[src/swmf_pkg.sv]
`timescale 1ns / 1ps
// Shared types and constants for the sliding window median filter.
// No dependencies; every other file of the block refers to this package by scoped names.
package swmf_pkg;

   // Default sizes handed to the top level parameters
   parameter int MAX_WINDOW_DEF  = 32;
   parameter int SAMPLE_BITS_DEF = 16;

   // Configuration port layout
   parameter int CFG_BITS      = 6;
   parameter int CSR_ADDR_BITS = 3;
   parameter int CSR_DATA_BITS = 32;

   // Register index (paddr word select) and reset value
   parameter logic [CSR_ADDR_BITS-3:0] REG_WINDOW_LENGTH   = 1'b0;
   parameter logic [CFG_BITS-1:0]      WINDOW_LENGTH_RESET = 6'd3;

   // Controller states
   typedef enum logic [2:0] {
      ST_IDLE,
      ST_CHECK,
      ST_FEED,
      ST_SETTLE,
      ST_PICK,
      ST_EMIT
   } state_type;

   // Commands broadcast to every sorter cell
   typedef struct packed {
      logic clear;
      logic insert;
      logic shift;
   } sort_ctrl_type;

endpackage

[src/swmf_if.sv]
`timescale 1ns / 1ps
// Valid/ready channel interfaces for sample items and result items.
// Depends on swmf_pkg for default widths.
interface swmf_req_if #(
   parameter int SAMPLE_BITS = swmf_pkg::SAMPLE_BITS_DEF
) ();
   logic                          valid;
   logic                          ready;
   logic signed [SAMPLE_BITS-1:0] sample;
   logic                          last_sample;

   modport source (output valid, output sample, output last_sample, input ready);
   modport sink   (input valid, input sample, input last_sample, output ready);
endinterface

interface swmf_rsp_if #(
   parameter int SAMPLE_BITS = swmf_pkg::SAMPLE_BITS_DEF
) ();
   logic                        valid;
   logic                        ready;
   logic signed [SAMPLE_BITS:0] median_x2;
   logic                        last_result;

   modport source (output valid, output median_x2, output last_result, input ready);
   modport sink   (input valid, input median_x2, input last_result, output ready);
endinterface

[src/swmf_ram.sv]
`timescale 1ns / 1ps
// Generic single-write, single-read RAM with registered read data.
// Depends on swmf_pkg for default sizes; used for the sample window store.
module swmf_ram #(
   parameter int WIDTH = swmf_pkg::SAMPLE_BITS_DEF,
   parameter int DEPTH = swmf_pkg::MAX_WINDOW_DEF,
   localparam int AW   = (DEPTH > 1) ? $clog2(DEPTH) : 1
) (
   input  logic             clock,
   input  logic             wr_en,
   input  logic [AW-1:0]    wr_addr,
   input  logic [WIDTH-1:0] wr_data,
   input  logic             rd_en,
   input  logic [AW-1:0]    rd_addr,
   output logic [WIDTH-1:0] rd_data
);

   logic [WIDTH-1:0] mem_ff [DEPTH];
   logic [WIDTH-1:0] rd_data_ff;

   // write port
   always_ff @(posedge clock) begin
      if (wr_en) begin
         mem_ff[wr_addr] <= wr_data;
      end
   end

   // registered read port
   always_ff @(posedge clock) begin
      if (rd_en) begin
         rd_data_ff <= mem_ff[rd_addr];
      end
   end

   assign rd_data = rd_data_ff;

endmodule

[src/swmf_sort_cell.sv]
`timescale 1ns / 1ps
// One cell of the insertion sorter: holds one value, kept in ascending order along the row.
// Depends on swmf_pkg for the command struct.
module swmf_sort_cell #(
   parameter int WIDTH = swmf_pkg::SAMPLE_BITS_DEF
) (
   input  logic                    clock,
   input  logic                    reset,
   input  swmf_pkg::sort_ctrl_type ctrl,
   input  logic signed [WIDTH-1:0] x,
   input  logic                    left_gt,
   input  logic signed [WIDTH-1:0] left_value,
   input  logic                    left_valid,
   input  logic signed [WIDTH-1:0] right_value,
   input  logic                    right_valid,
   output logic signed [WIDTH-1:0] value,
   output logic                    valid,
   output logic                    gt
);

   logic signed [WIDTH-1:0] value_ff, value_in;
   logic                    valid_ff, valid_in;

   // new item goes at or before this cell; an empty cell counts as +infinity
   assign gt = !valid_ff || (x < value_ff);

   always_comb begin
      value_in = value_ff;
      valid_in = valid_ff;
      if (ctrl.clear) begin
         valid_in = 1'b0;
      end else if (ctrl.insert) begin
         if (gt) begin
            if (left_gt) begin
               // make room: take the left neighbor's value
               value_in = left_value;
               valid_in = left_valid;
            end else begin
               value_in = x;
               valid_in = 1'b1;
            end
         end
      end else if (ctrl.shift) begin
         // shift out toward cell 0
         value_in = right_value;
         valid_in = right_valid;
      end
   end

   always_ff @(posedge clock) begin
      if (reset) begin
         valid_ff <= 1'b0;
      end else begin
         valid_ff <= valid_in;
      end
   end

   always_ff @(posedge clock) begin
      value_ff <= value_in;
   end

   assign value = value_ff;
   assign valid = valid_ff;

endmodule

[src/swmf_sort_chain.sv]
`timescale 1ns / 1ps
// Row of sorter cells: broadcast insertion, then shift-out of ranks through cell 0.
// Depends on swmf_pkg and swmf_sort_cell.
module swmf_sort_chain #(
   parameter int DEPTH = swmf_pkg::MAX_WINDOW_DEF,
   parameter int WIDTH = swmf_pkg::SAMPLE_BITS_DEF
) (
   input  logic                    clock,
   input  logic                    reset,
   input  swmf_pkg::sort_ctrl_type ctrl,
   input  logic signed [WIDTH-1:0] x,
   output logic signed [WIDTH-1:0] head_value
);

   logic signed [WIDTH-1:0] value_w [DEPTH];
   logic                    valid_w [DEPTH];
   logic                    gt_w    [DEPTH];

   for (genvar i = 0; i < DEPTH; i++) begin : g_cell
      logic                    l_gt;
      logic signed [WIDTH-1:0] l_value;
      logic                    l_valid;
      logic signed [WIDTH-1:0] r_value;
      logic                    r_valid;

      // left neighbor (cell 0 has none; it takes the new item itself when the item goes at or before it)
      if (i == 0) begin : g_first
         assign l_gt    = 1'b0;
         assign l_value = x;
         assign l_valid = 1'b1;
      end else begin : g_mid
         assign l_gt    = gt_w[i-1];
         assign l_value = value_w[i-1];
         assign l_valid = valid_w[i-1];
      end

      // right neighbor (the end of the row shifts in an empty slot)
      if (i == DEPTH - 1) begin : g_last
         assign r_value = '0;
         assign r_valid = 1'b0;
      end else begin : g_next
         assign r_value = value_w[i+1];
         assign r_valid = valid_w[i+1];
      end

      swmf_sort_cell #(
         .WIDTH(WIDTH)
      ) u_cell (
         .clock      (clock),
         .reset      (reset),
         .ctrl       (ctrl),
         .x          (x),
         .left_gt    (l_gt),
         .left_value (l_value),
         .left_valid (l_valid),
         .right_value(r_value),
         .right_valid(r_valid),
         .value      (value_w[i]),
         .valid      (valid_w[i]),
         .gt         (gt_w[i])
      );
   end

   assign head_value = value_w[0];

endmodule

[src/sliding_window_median_filter.sv]
`timescale 1ns / 1ps
// Top level of the sliding window median filter: controller, window store, sorter, CSR.
// Depends on swmf_pkg, swmf_if, swmf_ram and swmf_sort_chain.
//
//   channel   direction  handshake         payload
//   req_chan  in         valid/ready       sample, last_sample
//   rsp_chan  out        valid/ready       median_x2, last_result
//   csr_*     in         APB write/read    window_length (byte address 0)
//
// For each item the controller accepts it, then for each result that it can give loads the
// sorter row with the n samples of that result's window through the single RAM read port,
// lets the row settle, shifts ranks out of cell 0 up to the middle rank, and emits.
// Steady state with window k gives one result per item.
// Reset is synchronous; the window store is not cleared. A stalled result waits in the
// output register; the next item is accepted meanwhile and stalls only at its own emit.
module sliding_window_median_filter #(
   parameter int MAX_WINDOW  = swmf_pkg::MAX_WINDOW_DEF,
   parameter int SAMPLE_BITS = swmf_pkg::SAMPLE_BITS_DEF
) (
   input  logic                               clock,
   input  logic                               reset,
   swmf_req_if.sink                           req_chan,
   swmf_rsp_if.source                         rsp_chan,
   input  logic                               csr_psel,
   input  logic                               csr_penable,
   input  logic                               csr_pwrite,
   input  logic [swmf_pkg::CSR_ADDR_BITS-1:0] csr_paddr,
   input  logic [swmf_pkg::CSR_DATA_BITS-1:0] csr_pwdata,
   output logic [swmf_pkg::CSR_DATA_BITS-1:0] csr_prdata,
   output logic                               csr_pready
);

   localparam int KW = $clog2(MAX_WINDOW + 1);
   localparam int CW = KW + 1;
   localparam int AW = (MAX_WINDOW > 1) ? $clog2(MAX_WINDOW) : 1;
   localparam int EW = (CW > swmf_pkg::CFG_BITS) ? CW : swmf_pkg::CFG_BITS;
   localparam int CB = swmf_pkg::CFG_BITS;
   localparam int DB = swmf_pkg::CSR_DATA_BITS;
   localparam int AB = swmf_pkg::CSR_ADDR_BITS;

   // ---------------------------------------------------------------------------------
   // Configuration register
   logic [CB-1:0] window_length_ff;
   logic          csr_sel;

   assign csr_sel    = (csr_paddr[AB-1:2] == swmf_pkg::REG_WINDOW_LENGTH);
   assign csr_pready = 1'b1;
   assign csr_prdata = csr_sel ? {{(DB-CB){1'b0}}, window_length_ff} : '0;

   always_ff @(posedge clock) begin
      if (reset) begin
         window_length_ff <= swmf_pkg::WINDOW_LENGTH_RESET;
      end else if (csr_psel && csr_penable && csr_pwrite && csr_sel) begin
         window_length_ff <= csr_pwdata[CB-1:0];
      end
   end

   // effective k clamped to 1 .. MAX_WINDOW, with its half widths
   logic [EW-1:0] wl_wide;
   logic [EW-1:0] k_wide;
   logic [KW-1:0] k, rh, lh;

   assign wl_wide = EW'(window_length_ff);
   always_comb begin
      if (wl_wide == '0) begin
         k_wide = EW'(1);
      end else if (wl_wide > EW'(MAX_WINDOW)) begin
         k_wide = EW'(MAX_WINDOW);
      end else begin
         k_wide = wl_wide;
      end
   end
   assign k  = KW'(k_wide);
   assign rh = k >> 1;
   assign lh = KW'(k - 1'b1) >> 1;

   // ---------------------------------------------------------------------------------
   // Controller registers
   swmf_pkg::state_type state_ff, state_in;
   logic [KW-1:0]       seen_ff, seen_in;
   logic [KW-1:0]       pend_ff, pend_in;
   logic                last_ff, last_in;
   logic [AW-1:0]       head_ff, head_in;
   logic                rd_pend_ff;
   logic [AW-1:0]       a_ff, a_in;
   logic [KW-1:0]       cnt_ff, cnt_in;
   logic [KW-1:0]       mid_ff, mid_in;
   logic                even_ff, even_in;
   logic [KW-1:0]       r_ff, r_in;
   logic                res_last_ff, res_last_in;
   logic signed [SAMPLE_BITS-1:0] lo_ff, lo_in;
   logic signed [SAMPLE_BITS-1:0] hi_ff, hi_in;

   logic                          rsp_valid_ff;
   logic signed [SAMPLE_BITS:0]   rsp_median_ff;
   logic                          rsp_last_ff;

   // control strobes
   logic                    req_accept;
   logic                    emit_ok;
   logic                    rd_en;
   swmf_pkg::sort_ctrl_type sort_ctrl;
   logic signed [SAMPLE_BITS-1:0] sort_head;
   logic [SAMPLE_BITS-1:0]        rd_data;

   // ---------------------------------------------------------------------------------
   // Window planning for the oldest pending item
   logic          has_result;
   logic [KW-1:0] d, right_k, left_k, right_sel, n;
   logic [CW-1:0] left_sum, left_c1;

   assign has_result = (pend_ff != '0) && (last_ff || (pend_ff > rh));
   assign d          = KW'(pend_ff - 1'b1);
   assign right_k    = (d > rh) ? KW'(d - rh) : '0;
   always_comb begin
      left_sum = CW'(d) + CW'(lh);
      left_c1  = (left_sum > CW'(KW'(seen_ff - 1'b1))) ? CW'(KW'(seen_ff - 1'b1)) : left_sum;
      left_k   = (left_c1 > CW'(MAX_WINDOW - 1)) ? KW'(MAX_WINDOW - 1) : KW'(left_c1);
   end
   assign right_sel = (right_k > left_k) ? left_k : right_k;
   assign n         = KW'(left_k - right_sel + 1'b1);

   // ---------------------------------------------------------------------------------
   // Circular store addressing: offset a from the newest sample
   logic [AW-1:0] head_next;
   logic [CW-1:0] pos_sum;
   logic [AW-1:0] rd_addr;

   assign head_next = (head_ff == AW'(MAX_WINDOW - 1)) ? '0 : AW'(head_ff + 1'b1);
   assign pos_sum   = CW'(head_ff) + CW'(MAX_WINDOW) - CW'(a_ff);
   assign rd_addr   = (pos_sum >= CW'(MAX_WINDOW)) ? AW'(pos_sum - CW'(MAX_WINDOW))
                                                  : AW'(pos_sum);

   // ---------------------------------------------------------------------------------
   // Next state
   always_comb begin
      state_in = state_ff;
      case (state_ff)
         swmf_pkg::ST_IDLE: begin
            if (req_chan.valid) state_in = swmf_pkg::ST_CHECK;
         end
         swmf_pkg::ST_CHECK: begin
            state_in = has_result ? swmf_pkg::ST_FEED : swmf_pkg::ST_IDLE;
         end
         swmf_pkg::ST_FEED: begin
            if (cnt_ff == KW'(1)) state_in = swmf_pkg::ST_SETTLE;
         end
         swmf_pkg::ST_SETTLE: begin
            state_in = swmf_pkg::ST_PICK;
         end
         swmf_pkg::ST_PICK: begin
            if (r_ff == mid_ff) state_in = swmf_pkg::ST_EMIT;
         end
         swmf_pkg::ST_EMIT: begin
            if (emit_ok) state_in = swmf_pkg::ST_CHECK;
         end
         default: begin
            state_in = swmf_pkg::ST_IDLE;
         end
      endcase
   end

   // Controller outputs
   always_comb begin
      req_chan.ready   = 1'b0;
      rd_en            = 1'b0;
      sort_ctrl.clear  = 1'b0;
      sort_ctrl.shift  = 1'b0;
      sort_ctrl.insert = rd_pend_ff;
      case (state_ff)
         swmf_pkg::ST_IDLE:  req_chan.ready  = 1'b1;
         swmf_pkg::ST_CHECK: sort_ctrl.clear = 1'b1;
         swmf_pkg::ST_FEED:  rd_en           = 1'b1;
         swmf_pkg::ST_PICK:  sort_ctrl.shift = 1'b1;
         default: begin
         end
      endcase
   end

   assign req_accept = req_chan.valid && (state_ff == swmf_pkg::ST_IDLE);
   assign emit_ok    = (state_ff == swmf_pkg::ST_EMIT) && (!rsp_valid_ff || rsp_chan.ready);

   // Datapath next values
   always_comb begin
      seen_in     = seen_ff;
      pend_in     = pend_ff;
      last_in     = last_ff;
      head_in     = head_ff;
      a_in        = a_ff;
      cnt_in      = cnt_ff;
      mid_in      = mid_ff;
      even_in     = even_ff;
      r_in        = r_ff;
      res_last_in = res_last_ff;
      lo_in       = lo_ff;
      hi_in       = hi_ff;
      case (state_ff)
         swmf_pkg::ST_IDLE: begin
            if (req_accept) begin
               head_in = head_next;
               last_in = req_chan.last_sample;
               if (seen_ff != KW'(MAX_WINDOW)) seen_in = KW'(seen_ff + 1'b1);
               if (pend_ff != KW'(MAX_WINDOW)) pend_in = KW'(pend_ff + 1'b1);
            end
         end
         swmf_pkg::ST_CHECK: begin
            if (has_result) begin
               pend_in     = d;
               a_in        = AW'(right_sel);
               cnt_in      = n;
               mid_in      = n >> 1;
               even_in     = !n[0];
               r_in        = '0;
               res_last_in = last_ff && (pend_ff == KW'(1));
            end else if (last_ff) begin
               // end of signal: next item starts a new one
               seen_in = '0;
               pend_in = '0;
               last_in = 1'b0;
            end
         end
         swmf_pkg::ST_FEED: begin
            a_in   = AW'(a_ff + 1'b1);
            cnt_in = KW'(cnt_ff - 1'b1);
         end
         swmf_pkg::ST_PICK: begin
            // cell 0 holds rank r_ff of the window
            r_in = KW'(r_ff + 1'b1);
            if (KW'(r_ff + 1'b1) == mid_ff) lo_in = sort_head;
            if (r_ff == mid_ff) begin
               hi_in = sort_head;
               if (!even_ff) lo_in = sort_head;
            end
         end
         default: begin
         end
      endcase
   end

   always_ff @(posedge clock) begin
      if (reset) begin
         state_ff   <= swmf_pkg::ST_IDLE;
         seen_ff    <= '0;
         pend_ff    <= '0;
         last_ff    <= 1'b0;
         head_ff    <= '0;
         rd_pend_ff <= 1'b0;
      end else begin
         state_ff   <= state_in;
         seen_ff    <= seen_in;
         pend_ff    <= pend_in;
         last_ff    <= last_in;
         head_ff    <= head_in;
         rd_pend_ff <= rd_en;
      end
   end

   always_ff @(posedge clock) begin
      a_ff        <= a_in;
      cnt_ff      <= cnt_in;
      mid_ff      <= mid_in;
      even_ff     <= even_in;
      r_ff        <= r_in;
      res_last_ff <= res_last_in;
      lo_ff       <= lo_in;
      hi_ff       <= hi_in;
   end

   // ---------------------------------------------------------------------------------
   // Output register: sum of the two middle ranks (or doubled middle)
   always_ff @(posedge clock) begin
      if (reset) begin
         rsp_valid_ff <= 1'b0;
      end else if (emit_ok) begin
         rsp_valid_ff <= 1'b1;
      end else if (rsp_chan.ready) begin
         rsp_valid_ff <= 1'b0;
      end
   end

   always_ff @(posedge clock) begin
      if (emit_ok) begin
         rsp_median_ff <= {hi_ff[SAMPLE_BITS-1], hi_ff} + {lo_ff[SAMPLE_BITS-1], lo_ff};
         rsp_last_ff   <= res_last_ff;
      end
   end

   assign rsp_chan.valid       = rsp_valid_ff;
   assign rsp_chan.median_x2   = rsp_median_ff;
   assign rsp_chan.last_result = rsp_last_ff;

   // ---------------------------------------------------------------------------------
   // Window store and sorter row
   swmf_ram #(
      .WIDTH(SAMPLE_BITS),
      .DEPTH(MAX_WINDOW)
   ) u_store (
      .clock  (clock),
      .wr_en  (req_accept),
      .wr_addr(head_next),
      .wr_data(req_chan.sample),
      .rd_en  (rd_en),
      .rd_addr(rd_addr),
      .rd_data(rd_data)
   );

   swmf_sort_chain #(
      .DEPTH(MAX_WINDOW),
      .WIDTH(SAMPLE_BITS)
   ) u_sorter (
      .clock     (clock),
      .reset     (reset),
      .ctrl      (sort_ctrl),
      .x         ($signed(rd_data)),
      .head_value(sort_head)
   );

endmodule
[src/flat_wrapper.sv]
// flat-port wrapper written by rule: the top's interface ports become plain ports
module sliding_window_median_filter_flat 
#(
   parameter int MAX_WINDOW  = swmf_pkg::MAX_WINDOW_DEF,
   parameter int SAMPLE_BITS = swmf_pkg::SAMPLE_BITS_DEF
)
  (clock, reset, csr_psel, csr_penable, csr_pwrite, csr_paddr, csr_pwdata, csr_prdata, csr_pready, req_chan_valid, req_chan_sample, req_chan_last_sample, req_chan_ready, rsp_chan_valid, rsp_chan_median_x2, rsp_chan_last_result, rsp_chan_ready);
  swmf_req_if #(.SAMPLE_BITS(SAMPLE_BITS)) req_chan_i ();
  swmf_rsp_if #(.SAMPLE_BITS(SAMPLE_BITS)) rsp_chan_i ();
  input  logic clock;
  input  logic reset;
  input  logic csr_psel;
  input  logic csr_penable;
  input  logic csr_pwrite;
  input  logic [swmf_pkg::CSR_ADDR_BITS-1:0] csr_paddr;
  input  logic [swmf_pkg::CSR_DATA_BITS-1:0] csr_pwdata;
  output logic [swmf_pkg::CSR_DATA_BITS-1:0] csr_prdata;
  output logic csr_pready;
  input wire logic [$bits(req_chan_i.valid)-1:0] req_chan_valid;
  input wire logic [$bits(req_chan_i.sample)-1:0] req_chan_sample;
  input wire logic [$bits(req_chan_i.last_sample)-1:0] req_chan_last_sample;
  output wire logic [$bits(req_chan_i.ready)-1:0] req_chan_ready;
  output wire logic [$bits(rsp_chan_i.valid)-1:0] rsp_chan_valid;
  output wire logic [$bits(rsp_chan_i.median_x2)-1:0] rsp_chan_median_x2;
  output wire logic [$bits(rsp_chan_i.last_result)-1:0] rsp_chan_last_result;
  input wire logic [$bits(rsp_chan_i.ready)-1:0] rsp_chan_ready;
  assign req_chan_i.valid = req_chan_valid;
  assign req_chan_i.sample = req_chan_sample;
  assign req_chan_i.last_sample = req_chan_last_sample;
  assign req_chan_ready = req_chan_i.ready;
  assign rsp_chan_valid = rsp_chan_i.valid;
  assign rsp_chan_median_x2 = rsp_chan_i.median_x2;
  assign rsp_chan_last_result = rsp_chan_i.last_result;
  assign rsp_chan_i.ready = rsp_chan_ready;
  sliding_window_median_filter #(.MAX_WINDOW(MAX_WINDOW), .SAMPLE_BITS(SAMPLE_BITS)) u_core (.clock(clock), .reset(reset), .req_chan(req_chan_i), .rsp_chan(rsp_chan_i), .csr_psel(csr_psel), .csr_penable(csr_penable), .csr_pwrite(csr_pwrite), .csr_paddr(csr_paddr), .csr_pwdata(csr_pwdata), .csr_prdata(csr_prdata), .csr_pready(csr_pready));
endmodule
[config.mk]
export PLATFORM = sky130hd
export DESIGN_NAME = sliding_window_median_filter_flat
export DESIGN_NICKNAME = d
export VERILOG_FILES = /design/src/swmf_pkg.sv /design/src/swmf_if.sv /design/src/swmf_ram.sv /design/src/swmf_sort_cell.sv /design/src/swmf_sort_chain.sv /design/src/sliding_window_median_filter.sv /design/src/flat_wrapper.sv
export SDC_FILE = /design/constraint.sdc
export NUM_CORES = 2
export LEC_CHECK = 0
export BUFFER_PORTS_ARGS = -buffer_cell sky130_fd_sc_hd__buf_2
export CORE_ASPECT_RATIO = 0.8
export CORE_MARGIN = 3
export CORE_UTILIZATION = 55
export CTS_CLUSTER_DIAMETER = 100
export DETAILED_ROUTE_END_ITERATION = 7
export PLACE_DENSITY = 0.76
export SLEW_MARGIN = 20
export SYNTH_ARGS = -nofsm -noshare
export SYNTH_HDL_FRONTEND = slang
export SYNTH_HIERARCHICAL = 1
export SYNTH_SLANG_ARGS = --single-unit
[constraint.sdc]
create_clock -name clock -period 17.35 [get_ports clock]
set_clock_uncertainty 0.1 [all_clocks]
set_input_delay 0.8675 -clock clock [delete_from_list [all_inputs] [get_ports clock]]
set_output_delay 0.8675 -clock clock [all_outputs]
set_load 0.01 [all_outputs]
==> reports/metrics.cfg <==
[status]
status = complete, no violations

[floorplanning]
design.core.area_um2 = 128000
die_x_um = 407
rows = 117
io_pins = 112
die_y_um = 327
dieArea_um2 = 133000
initial_utilization_pct = 55.5

[clock_network]
cts_buffers = 116
path_clk_slew_ps = 60
cts_setup_buffers = 0
cts_max_path_buffers = 3
htreeDepth = 3
insertion_delay_ps = 790
cts_tree = built
ctsResizeCount = 0
cts.sinks = 1175
cts_root_buffer = clkbuf_16
holdBufCountCts = 0

[critical_path]
critPathKind = flop to flop
timing.critical_path.buf_inv = 3
cpMostUsedCell = ha_1
cp.required_ps = 17730
start_kind = flop
endpoint_kind = flop
crit_family = compound AO/OA/AOI/OAI gates
crit_start = u_core/window_length_ff[2]$_SDFFE_PP0P_
slowest_delay_ps = 610
cp_slowest_cell = o31ai_1
critPathArrivalTime_ps = 7960
critPathMaxFanout = 10
r2r-start = u_core/window_length_ff[2]$_SDFFE_PP0P_

[drt]
firstDrtPassIters = 6
first_iter_violations = 5418
postRouteWirelength_um = 177000
ant_nets = 0
drc = 0
wire_per_inst_um = 21.1
vias = 51234
via_per_inst = 6.13

[layout]
syn_to_final_growth_pct = 9.20
drive_gt1_share_pct = 9.43
layout_common_cells = 1,114 x edfxtp_1, 775 x mux2i_1, 743 x a21oi_1
regArea_um2 = 34700
multi_input_area_um2 = 32700
fillers = 9940
finalNetCount = 7147
final_common_cell = edfxtp_1

[global_routing]
grt_pass1_wl_um = 275000
grt_max_degree = 190
overflow = 0
antenna_found_initial = 1
grt_pass1_vias = 49516
grt_use_total_pct = 25.9

[worst_hold_path]
hp-class = input pin to flop
min-delay-start = csr_pwdata[2]

[sta]
min_period_ps = 7580
relSlewSlack_pct = 26.8
setup_viol = 0
slew_viol_final = 0
fin_setup_tns_ps = 0
grt_setup_unrepaired = false
timing.fmax_ghz = 0.132
period_share_pct = 43.7
worst_pin_slew_ps = 1100
worst_slack_ps = 9770
hold_violations = 0

[synth]
avgSynthCellArea_um2 = 10.9
netlist_instances = 6473
yosys_warnings = 6
syn_area_um2 = 70700

[placement]
place.gp.congestion = 0.891
place_hpwl_um = 116000
dp_slack_ps = 9530
port_buffers = 56

[flow_run]
max_cap_violations = 0

[power]
worst_ir_drop_vdd_uv = 243
p_per_area_nw_per_um2 = 149
p_leak_uw = 0.0336

cell type report:
type | count | area share, %
well taps | 1725 | 2.79
diodes | 1 | 0.00324
inverters | 609 | 2.98
multi-input cells | 4432 | 42.3
repair buffers | 200 | 1.93
flip-flops and latches | 1175 | 44.9
clock buffers | 144 | 3.95
clock inverters | 76 | 1.20
worst min-delay path, delay by kind of cell:
family,cells,cell delay [ps]
buf+inv,1,70
simple gates,1,70
mux,1,50
power by group:
part	switching (uW)	internal, uW
Sequential	204	3570
Combinational	3160	1920
Clock	1140	1490
Total	4500	6980
metrics by stage:
step                      power (uW)  utilization [%]  cell area, um2  instances  hold WS, ps
after floorplan                 7520                -           70900       6518          300
after global placement          8620             57.3           73100       8127          376
after detailed placement        8780             57.3           73100       8131          384
after CTS                      11400             60.5           77100       8351          218
after global routing           12100             60.6           77300       8361          256
final                          11500             60.6           77300       8362          271
registers in the layout (all words and copies together) (netlist names), 16 cells and up:
name,cells
u_core/u_sorter/g_cell.u_cell/value,512
u_core/u_store/mem_ff,512
u_core/u_sorter/g_cell.u_cell/valid,32
u_core/rsp_chan.median_x2,17
u_core/hi_ff,16
u_core/lo_ff,16
u_core/u_store/rd_data,16
routing by layer:
metal  up-vias  routed length, um  track usage (%)
met5         -                 11                0
met4         2               4860             7.90
met3       333              14800             4.13
met2      2261              77400             38.8
met1     24694              79800             38.7
li1      23944                  -                -
final timing paths:
kind / slack [ps] / to / cells after the start
max reg2reg: 9770 / u_core/cnt_ff[5]$_DFFE_PP_ / 31
min reg2reg: 360 / u_core/rsp_chan.last_result$_DFFE_PP_ / 0
max: 9770 / u_core/cnt_ff[5]$_DFFE_PP_ / 31
min: 270 / u_core/window_length_ff[2]$_SDFFE_PP0P_ / 3
Note: power is estimated with default switching activity, not from simulation.
